$ cat src/hw/rtl/assert_macros.svh
// ----------------------------------------------------------------------------
// Assertion macros
// Shared concurrent assertion forms used by the text sanitiser RTL.
// ----------------------------------------------------------------------------
`ifndef ASSERT_MACROS_SVH
`define ASSERT_MACROS_SVH

// Same-cycle implication, disabled while reset is asserted.
`define ASSERT_IMPLIES(label, clk, rst_n, ante, cons, msg) \
    label: assert property (@(posedge clk) disable iff (!(rst_n)) (ante) |-> (cons)) \
        else $error(msg);

// Next-cycle implication, disabled while reset is asserted.
`define ASSERT_NEXT(label, clk, rst_n, ante, cons, msg) \
    label: assert property (@(posedge clk) disable iff (!(rst_n)) (ante) |=> (cons)) \
        else $error(msg);

`endif

$ cat src/hw/rtl/uts_pkg.sv
// ----------------------------------------------------------------------------
// Text sanitiser package
// Shared types and constants for the UTF-8 text sanitiser.
// ----------------------------------------------------------------------------
`timescale 1ns / 1ps
`default_nettype none

package uts_pkg;

    // Depth of the job queue between the front and back parts.
    localparam int Q_DEPTH = 4;
    localparam int Q_AW    = $clog2(Q_DEPTH);
    localparam int Q_CW    = $clog2(Q_DEPTH + 1);

    // Byte classes.
    localparam logic [7:0] PRINT_LO = 8'h20;
    localparam logic [7:0] PRINT_HI = 8'h7E;
    localparam logic [7:0] CH_TAB   = 8'h09;
    localparam logic [7:0] CH_LF    = 8'h0A;
    localparam logic [7:0] CH_CR    = 8'h0D;
    localparam logic [7:0] LEAD2_LO = 8'hC2;
    localparam logic [7:0] LEAD2_HI = 8'hDF;
    localparam logic [7:0] LEAD3_LO = 8'hE0;
    localparam logic [7:0] LEAD3_HI = 8'hEF;
    localparam logic [7:0] LEAD4_LO = 8'hF0;
    localparam logic [7:0] LEAD4_HI = 8'hF7;
    localparam logic [1:0] CONT_TAG = 2'b10;

    // Sequence lengths.
    localparam logic [2:0] LEN_NONE = 3'd0;
    localparam logic [2:0] LEN_2    = 3'd2;
    localparam logic [2:0] LEN_3    = 3'd3;
    localparam logic [2:0] LEN_4    = 3'd4;

    // One job: the bytes released by one input beat.
    typedef struct packed {
        logic [3:0][7:0] data;  // bytes in output order
        logic [2:0]      num;   // number of bytes, zero for a bare end marker
        logic            last;  // the beat closed the text
    } t_job;

    // Write side of the job queue.
    typedef struct packed {
        logic valid;
        t_job job;
    } t_push;

    // Queue status seen by both sides.
    typedef struct packed {
        logic full;
        logic empty;
    } t_q_stat;

endpackage

`default_nettype wire

$ cat src/hw/rtl/uts_front.sv
// ----------------------------------------------------------------------------
// Sanitiser front part
// Accepts input beats, classifies each byte, tracks the pending UTF-8
// sequence and pushes one job per beat that releases bytes or ends the text.
// ----------------------------------------------------------------------------
`timescale 1ns / 1ps
`default_nettype none

`include "assert_macros.svh"

module uts_front (
    input  wire logic           i_clk,
    input  wire logic           i_rst_n,
    input  wire logic           i_valid,
    input  wire logic [7:0]     i_in_byte,
    input  wire logic           i_text_last,
    input  wire uts_pkg::t_q_stat i_q_stat,
    output logic                o_stall,
    output uts_pkg::t_push      o_push
);
    import uts_pkg::*;

    logic [7:0] r_held [0:2];
    logic [7:0] n_held [0:2];
    logic [1:0] r_held_count, n_held_count;
    logic [2:0] r_exp_len, n_exp_len;

    logic       accept;
    logic       pending;
    logic       is_cont;
    logic       fresh;
    logic [2:0] copy_cnt;
    logic [2:0] num;
    t_job       job;

    assign o_stall = i_q_stat.full;
    assign accept  = i_valid && !i_q_stat.full;
    assign pending = (r_exp_len != LEN_NONE);
    assign is_cont = (i_in_byte[7:6] == CONT_TAG);

    // Sequence tracking and classification of the incoming byte.
    always_comb begin
        n_held       = r_held;
        n_held_count = r_held_count;
        n_exp_len    = r_exp_len;
        fresh        = 1'b1;
        copy_cnt     = 3'd0;
        num          = 3'd0;

        if (pending) begin
            if (is_cont) begin
                fresh = 1'b0;
                if (({1'b0, r_held_count} + 3'd1) >= r_exp_len) begin
                    // The sequence is complete: release held bytes and this one.
                    copy_cnt     = {1'b0, r_held_count};
                    num          = {1'b0, r_held_count} + 3'd1;
                    n_held_count = 2'd0;
                    n_exp_len    = LEN_NONE;
                end else if (r_held_count != 2'd3) begin
                    n_held[r_held_count] = i_in_byte;
                    n_held_count         = r_held_count + 2'd1;
                end else begin
                    n_held_count = 2'd0;
                    n_exp_len    = LEN_NONE;
                end
            end else begin
                // A broken sequence is dropped; the byte is judged afresh.
                n_held_count = 2'd0;
                n_exp_len    = LEN_NONE;
            end
        end

        if (fresh) begin
            if (i_in_byte inside {[PRINT_LO:PRINT_HI], CH_TAB, CH_LF, CH_CR}) begin
                num = 3'd1;
            end else if (i_in_byte inside {[LEAD2_LO:LEAD2_HI]}) begin
                n_held[0]    = i_in_byte;
                n_held_count = 2'd1;
                n_exp_len    = LEN_2;
            end else if (i_in_byte inside {[LEAD3_LO:LEAD3_HI]}) begin
                n_held[0]    = i_in_byte;
                n_held_count = 2'd1;
                n_exp_len    = LEN_3;
            end else if (i_in_byte inside {[LEAD4_LO:LEAD4_HI]}) begin
                n_held[0]    = i_in_byte;
                n_held_count = 2'd1;
                n_exp_len    = LEN_4;
            end
        end

        // End of text drops whatever is still pending.
        if (i_text_last) begin
            n_held_count = 2'd0;
            n_exp_len    = LEN_NONE;
        end
    end

    // Job assembly: held bytes first, then the current byte.
    always_comb begin
        for (int i = 0; i < 3; i++) begin
            job.data[i] = (3'(i) < copy_cnt) ? r_held[i] : i_in_byte;
        end
        job.data[3] = i_in_byte;
        job.num     = num;
        job.last    = i_text_last;
    end

    assign o_push.valid = accept && ((num != 3'd0) || i_text_last);
    assign o_push.job   = job;

    // Control state.
    always_ff @(posedge i_clk) begin
        if (!i_rst_n) begin
            r_held_count <= 2'd0;
            r_exp_len    <= LEN_NONE;
        end else if (accept) begin
            r_held_count <= n_held_count;
            r_exp_len    <= n_exp_len;
        end
    end

    // Held bytes carry no reset; only entries below the count are read.
    always_ff @(posedge i_clk) begin
        if (accept) begin
            r_held <= n_held;
        end
    end

    `ASSERT_IMPLIES(a_idle_no_held, i_clk, i_rst_n, r_exp_len == LEN_NONE,
        r_held_count == 2'd0, "held bytes without a pending sequence")
    `ASSERT_IMPLIES(a_len_range, i_clk, i_rst_n, 1'b1,
        r_exp_len <= LEN_4, "pending sequence length out of range")

endmodule

`default_nettype wire

$ cat src/hw/rtl/uts_queue.sv
// ----------------------------------------------------------------------------
// Sanitiser job queue
// Short first-in first-out queue of jobs between the front and back parts.
// ----------------------------------------------------------------------------
`timescale 1ns / 1ps
`default_nettype none

`include "assert_macros.svh"

module uts_queue (
    input  wire logic           i_clk,
    input  wire logic           i_rst_n,
    input  wire uts_pkg::t_push i_push,
    input  wire logic           i_pop,
    output uts_pkg::t_job       o_head,
    output uts_pkg::t_q_stat    o_stat
);
    import uts_pkg::*;

    t_job            r_mem [0:Q_DEPTH-1];
    logic [Q_AW-1:0] r_wr_ptr;
    logic [Q_AW-1:0] r_rd_ptr;
    logic [Q_CW-1:0] r_count;

    assign o_head       = r_mem[r_rd_ptr];
    assign o_stat.full  = (r_count == Q_CW'(Q_DEPTH));
    assign o_stat.empty = (r_count == '0);

    // Entry storage.
    always_ff @(posedge i_clk) begin
        if (i_push.valid) begin
            r_mem[r_wr_ptr] <= i_push.job;
        end
    end

    // Pointers and fill count.
    always_ff @(posedge i_clk) begin
        if (!i_rst_n) begin
            r_wr_ptr <= '0;
            r_rd_ptr <= '0;
            r_count  <= '0;
        end else begin
            if (i_push.valid) begin
                r_wr_ptr <= r_wr_ptr + 1'b1;
            end
            if (i_pop) begin
                r_rd_ptr <= r_rd_ptr + 1'b1;
            end
            case ({i_push.valid, i_pop})
                2'b10:   r_count <= r_count + 1'b1;
                2'b01:   r_count <= r_count - 1'b1;
                default: r_count <= r_count;
            endcase
        end
    end

    `ASSERT_IMPLIES(a_no_overflow, i_clk, i_rst_n, o_stat.full,
        !i_push.valid, "job pushed into a full queue")
    `ASSERT_IMPLIES(a_no_underflow, i_clk, i_rst_n, o_stat.empty,
        !i_pop, "job popped from an empty queue")

endmodule

`default_nettype wire

$ cat src/hw/rtl/uts_back.sv
// ----------------------------------------------------------------------------
// Sanitiser back part
// Walks the job at the head of the queue one byte per cycle, unless the output is
// stalled, into the output register and pops the job with its final beat.
// ----------------------------------------------------------------------------
`timescale 1ns / 1ps
`default_nettype none

`include "assert_macros.svh"

module uts_back (
    input  wire logic             i_clk,
    input  wire logic             i_rst_n,
    input  wire uts_pkg::t_job    i_head,
    input  wire uts_pkg::t_q_stat i_q_stat,
    input  wire logic             i_stall,
    output logic                  o_pop,
    output logic                  o_valid,
    output logic [7:0]            o_out_byte,
    output logic                  o_byte_present,
    output logic                  o_run_last,
    output logic                  o_text_end
);
    import uts_pkg::*;

    logic [1:0] r_idx;
    logic       r_valid;
    logic [7:0] r_byte;
    logic       r_present;
    logic       r_run_last;
    logic       r_text_end;

    logic       fire;
    logic       present;
    logic       run_last;

    // A beat is produced whenever a job waits and the output register frees up.
    assign fire     = !i_q_stat.empty && (!r_valid || !i_stall);
    assign present  = (i_head.num != 3'd0);
    assign run_last = !present || (({1'b0, r_idx} + 3'd1) == i_head.num);
    assign o_pop    = fire && run_last;

    // Position within the current job.
    always_ff @(posedge i_clk) begin
        if (!i_rst_n) begin
            r_idx <= 2'd0;
        end else if (fire) begin
            r_idx <= run_last ? 2'd0 : r_idx + 2'd1;
        end
    end

    // Output register valid flag.
    always_ff @(posedge i_clk) begin
        if (!i_rst_n) begin
            r_valid <= 1'b0;
        end else if (fire) begin
            r_valid <= 1'b1;
        end else if (!i_stall) begin
            r_valid <= 1'b0;
        end
    end

    // Output register payload.
    always_ff @(posedge i_clk) begin
        if (fire) begin
            r_byte     <= present ? i_head.data[r_idx] : 8'h00;
            r_present  <= present;
            r_run_last <= run_last;
            r_text_end <= run_last && i_head.last;
        end
    end

    assign o_valid        = r_valid;
    assign o_out_byte     = r_byte;
    assign o_byte_present = r_present;
    assign o_run_last     = r_run_last;
    assign o_text_end     = r_text_end;

    `ASSERT_IMPLIES(a_marker_ends_text, i_clk, i_rst_n, r_valid && !r_present,
        r_run_last && r_text_end && (r_byte == 8'h00), "malformed end marker")

endmodule

`default_nettype wire

$ cat src/hw/rtl/utf8_text_sanitizer_unit.sv
// A released byte passes through a job queue entry and then the output register.
// Throughput: one input beat per cycle while the job queue has room; one output byte per
// cycle unless the output is stalled. A beat completing a UTF-8 sequence of n bytes gives
// n output beats, buffered by a four-entry job queue; the input stalls only while it is full.
// Reset is synchronous and active low; it clears the pending sequence, queue and output.
// ----------------------------------------------------------------------------
// UTF-8 text sanitiser
// Passes printable ASCII, TAB, LF, CR and complete UTF-8 sequences of a
// byte stream and drops everything else, marking the end of each text.
// ----------------------------------------------------------------------------
`timescale 1ns / 1ps
`default_nettype none

module utf8_text_sanitizer_unit (
    input  wire logic       i_clk,
    input  wire logic       i_rst_n,
    input  wire logic       i_valid,
    output logic            o_stall,
    input  wire logic [7:0] i_in_byte,
    input  wire logic       i_text_last,
    output logic            o_valid,
    input  wire logic       i_stall,
    output logic [7:0]      o_out_byte,
    output logic            o_byte_present,
    output logic            o_run_last,
    output logic            o_text_end
);
    import uts_pkg::*;

    t_push   push;
    t_job    head;
    t_q_stat q_stat;
    logic    pop;

    // Classification and sequence tracking.
    uts_front u_front (
        .i_clk       (i_clk),
        .i_rst_n     (i_rst_n),
        .i_valid     (i_valid),
        .i_in_byte   (i_in_byte),
        .i_text_last (i_text_last),
        .i_q_stat    (q_stat),
        .o_stall     (o_stall),
        .o_push      (push)
    );

    // Job queue between the two sides.
    uts_queue u_queue (
        .i_clk   (i_clk),
        .i_rst_n (i_rst_n),
        .i_push  (push),
        .i_pop   (pop),
        .o_head  (head),
        .o_stat  (q_stat)
    );

    // Byte-per-cycle output stage, paused while the output is stalled.
    uts_back u_back (
        .i_clk          (i_clk),
        .i_rst_n        (i_rst_n),
        .i_head         (head),
        .i_q_stat       (q_stat),
        .i_stall        (i_stall),
        .o_pop          (pop),
        .o_valid        (o_valid),
        .o_out_byte     (o_out_byte),
        .o_byte_present (o_byte_present),
        .o_run_last     (o_run_last),
        .o_text_end     (o_text_end)
    );

endmodule

`default_nettype wire

$ cat config.mk
export PLATFORM = sky130hd
export DESIGN_NAME = utf8_text_sanitizer_unit
export DESIGN_NICKNAME = d
export VERILOG_FILES = /design/src/hw/rtl/uts_pkg.sv /design/src/hw/rtl/uts_front.sv /design/src/hw/rtl/uts_queue.sv /design/src/hw/rtl/uts_back.sv /design/src/hw/rtl/utf8_text_sanitizer_unit.sv
export VERILOG_INCLUDE_DIRS = /design/src /design/src/hw/rtl
export SDC_FILE = /design/constraint.sdc
export NUM_CORES = 1
export LEC_CHECK = 0
export BUFFER_PORTS_ARGS = -buffer_cell sky130_fd_sc_hd__buf_2
export CAP_MARGIN = 20
export CORE_ASPECT_RATIO = 1.5
export CORE_UTILIZATION = 62
export DETAILED_ROUTE_END_ITERATION = 10
export MAX_ROUTING_LAYER = met4
export PLACE_DENSITY_LB_ADDON = 0.1
export SETUP_SLACK_MARGIN = 0.05
export SLEW_MARGIN = 40
export SYNTH_ARGS = -nofsm -noshare
export SYNTH_HDL_FRONTEND = slang
export SYNTH_SLANG_ARGS = --single-unit
export TNS_END_PERCENT = 100
$ cat constraint.sdc
create_clock -name i_clk -period 5.05 [get_ports i_clk]
set_input_delay 0.2525 -clock i_clk [delete_from_list [all_inputs] [get_ports i_clk]]
set_output_delay 0.2525 -clock i_clk [all_outputs]
set_load 0.05 [all_outputs]
==> flow_summary.yaml <==
synthesis:
  synth_area_leaders: "edfxtp_1, mux4_2, dfxtp_1"
  syn_avg_cell_area_um2: 18.12
  ys_seq_elements: 196
  netlist-cell-type-count: 56
  synthCells: 450
  async_flop_share_pct: 0
  syn-num-nets: 478
  ys_warn_count: 0
  netlist_area_um2: 8154
  synth_edf_count: 179
  synth_flop_cell: "edfxtp_1"
  synth_top_area_share_pct: 65.92
  synth_area_leader_cell: "edfxtp_1"
  synth-seq-area-share_pct: 70.09
clock_network:
  cts_buffers: 17
  hold_buffers: 0
  cts_root_buf: "clkbuf_16"
  clkTransAtPathRegs_ns: 0.07
  cts_resized: 0
  cts_tree: "done"
  post_cts.repair.setup_buffers: 0
  cts_buffer_depth: 2
  htree_levels: 4
  cts_num_sinks: 196
  insertion_delay_ns: 0.42
final_layout:
  n_fill_cell: 837
  layout_commonest_cell: "edfxtp_1"
  n_antenna_cell: 0
  fin_cells: 657
  nets: 513
  area_delta_synth_final_pct: 10.77
  final_cell_mix: "edfxtp_1, mux4_2, buf_2"
  layout-drive-gt1-share_pct: 27.11
drt:
  vias_per_cell: 6.338
  totalWireLength_um: 15250
  drt_iter0_markers: 300
  drt_pass1_iterations: 5
  vias: 4164
  antenna_left: 0
  drt-wirelength-per-cell_um: 23.21
  drcViolationCount: 0
run_status:
  outcome: "finished clean"
worst_setup_path:
  cp-start-kind: "flop"
  crit_arrival_ns: 4.27
  required_ns: 5.39
  worst-setup-path-type: "flop to flop"
  crit_fanout: 9
  cp-end-kind: "flop"
sta:
  timing.fmax_mhz: 254.6
  period_minus_slack_ns: 3.928
  skew_ns: 0.01240
  hold_violations: 0
  tightestPinTransition_ns: 0.8549
  setup_tns_ns: 0
  relSlewSlack_pct: 42.93
  post-route-period-util_pct: 77.79
  finalSetupViolations: 0
  grt_setup_unrepaired: "no"
  slew_viol_final: 0
pwr:
  p_leak_uw: 0.002968
  p_per_area_nw_per_um2: 457.3
  max-vdd-ir-drop_uv: 268.5
  fin_total_pwr_uw: 4130
floorplanning:
  start_util_pct: 63.26
  rows: 51
  ios: 26
  fp.coreArea_um2: 12890
  die-area_um2: 13620
  die_h_um: 142.5
  die_w_um: 95.64
grt:
  antenna_found_initial: 0
  grtUsageTotal_pct: 25.07
  grt_start_max_net_pins: 37
  grt_pass1_vias: 4167
  grt_remaining_overflow: 0
  grt_pass1_wl_um: 23220
placement:
  io_buffers: 25
  gp_congestion: 0.8554
  dp_hpwl_um: 9262
  dpl.cell_count: 625
run:
  cap_viol_max_count: 0
worst_hold_path:
  hold_class: "input port to flop"
## cell usage after synthesis (all sizes together), types with 2 or more instances
master    n
nor3      6
mux2     20
and2     11
a32oi     3
inv      17
mux4     44
a22oi     2
edfxtp  179
nand2    24
mux2i     2
or4       2
o22ai     3
clkbuf   13
ha       14
and4b     2
nand3     3
a21o      3
a21boi    4
o21ai    11
a211oi    2
and3      4
xor2      2
nand3b    3
nor2      5
dfxtp    17
or3       3
nand2b    4
nor2b    13
nor3b     2
a21oi     7
buf       5
## state kept, by name, summed over array words and instances, names as in the netlist, 3 cells and up, named ones only
register           cells
u_queue.r_mem        144
u_front.r_exp_len      3
u_queue.r_count        3
u_back.o_out_byte      8
u_front.r_held         8
## worst max-delay path, stage by stage, from the launching register on
cell      delay [ns]
dfxtp_1         0.50
inv_1           0.13
ha_1            0.37
ha_1            0.30
a21o_1          0.21
a21oi_1         0.35
o31ai_1         0.21
o31a_1          0.40
inv_1           0.09
ha_1            0.17
inv_1           0.07
fa_1            0.43
xor2_1          0.15
or3_1           0.29
a21boi_0        0.17
## cell families after synthesis
| family | Yosys count | synth area share [%] |
|---|---|---|
| AO/OA/AOI/OAI | 49 | 4.342 |
| multiplexers | 66 | 15.16 |
| adder cells (fa/ha/maj) | 15 | 2.394 |
| XOR/XNOR | 3 | 0.3223 |
| AND/OR/NAND/NOR | 86 | 5.984 |
| flip-flops | 196 | 70.09 |
| buffers and inverters | 35 | 1.703 |
## power by group
part | internal [uW] | switching (uW)
logic | 352 | 518
registers | 1950 | 92.4
clock network | 637 | 581
## layout make-up
| cell class | count | area, um2 | area share, % |
|---|---|---|---|
| Clock buffer | 18 | 429.2 | 4.751 |
| Clock inverter | 14 | 103.9 | 1.150 |
| Inverter | 17 | 63.81 | 0.7065 |
| Multi-Input combinational cell | 219 | 2327 | 25.77 |
| Sequential cell | 196 | 5717 | 63.29 |
| Tap cell | 159 | 198.9 | 2.203 |
| Timing Repair Buffer | 34 | 192.7 | 2.133 |
## per-stage QoR
step	setup WS (ns)	utilization, %	cell area (um2)	hold slack (ns)
floorplan	1.495	-	8154	0.3514
global placement	1.309	65.79	8481	0.4591
detailed placement	1.179	65.84	8487	0.4681
CTS	1.161	69.98	9020	0.1129
global route	0.8614	70.07	9032	0.1177
finish	1.122	70.07	9032	0.1208
## worst paths after layout
path	slack (ns)	end	startpoint	cells past startpoint
hold / removal	0.12	u_back.o_valid	i_stall	3
setup / recovery	1.12	u_queue.r_count[2]	u_front.r_held_count[0]	14
setup reg to reg	1.12	u_queue.r_count[2]	u_front.r_held_count[0]	14
hold reg to reg	0.49	flop	u_queue.r_rd_ptr[1]	2
## routing by layer
layer / vias to the layer above / global-route usage, % / wire length [um]
met1: 2172 / 32.22 / 6426
met4: 0 / 7.777 / 212
met2: 101 / 40.75 / 8062
met3: 17 / 4.541 / 551
li1: 1874 / - / -
met5: - / - / 0
Note: power is estimated with default switching activity, not from simulation.
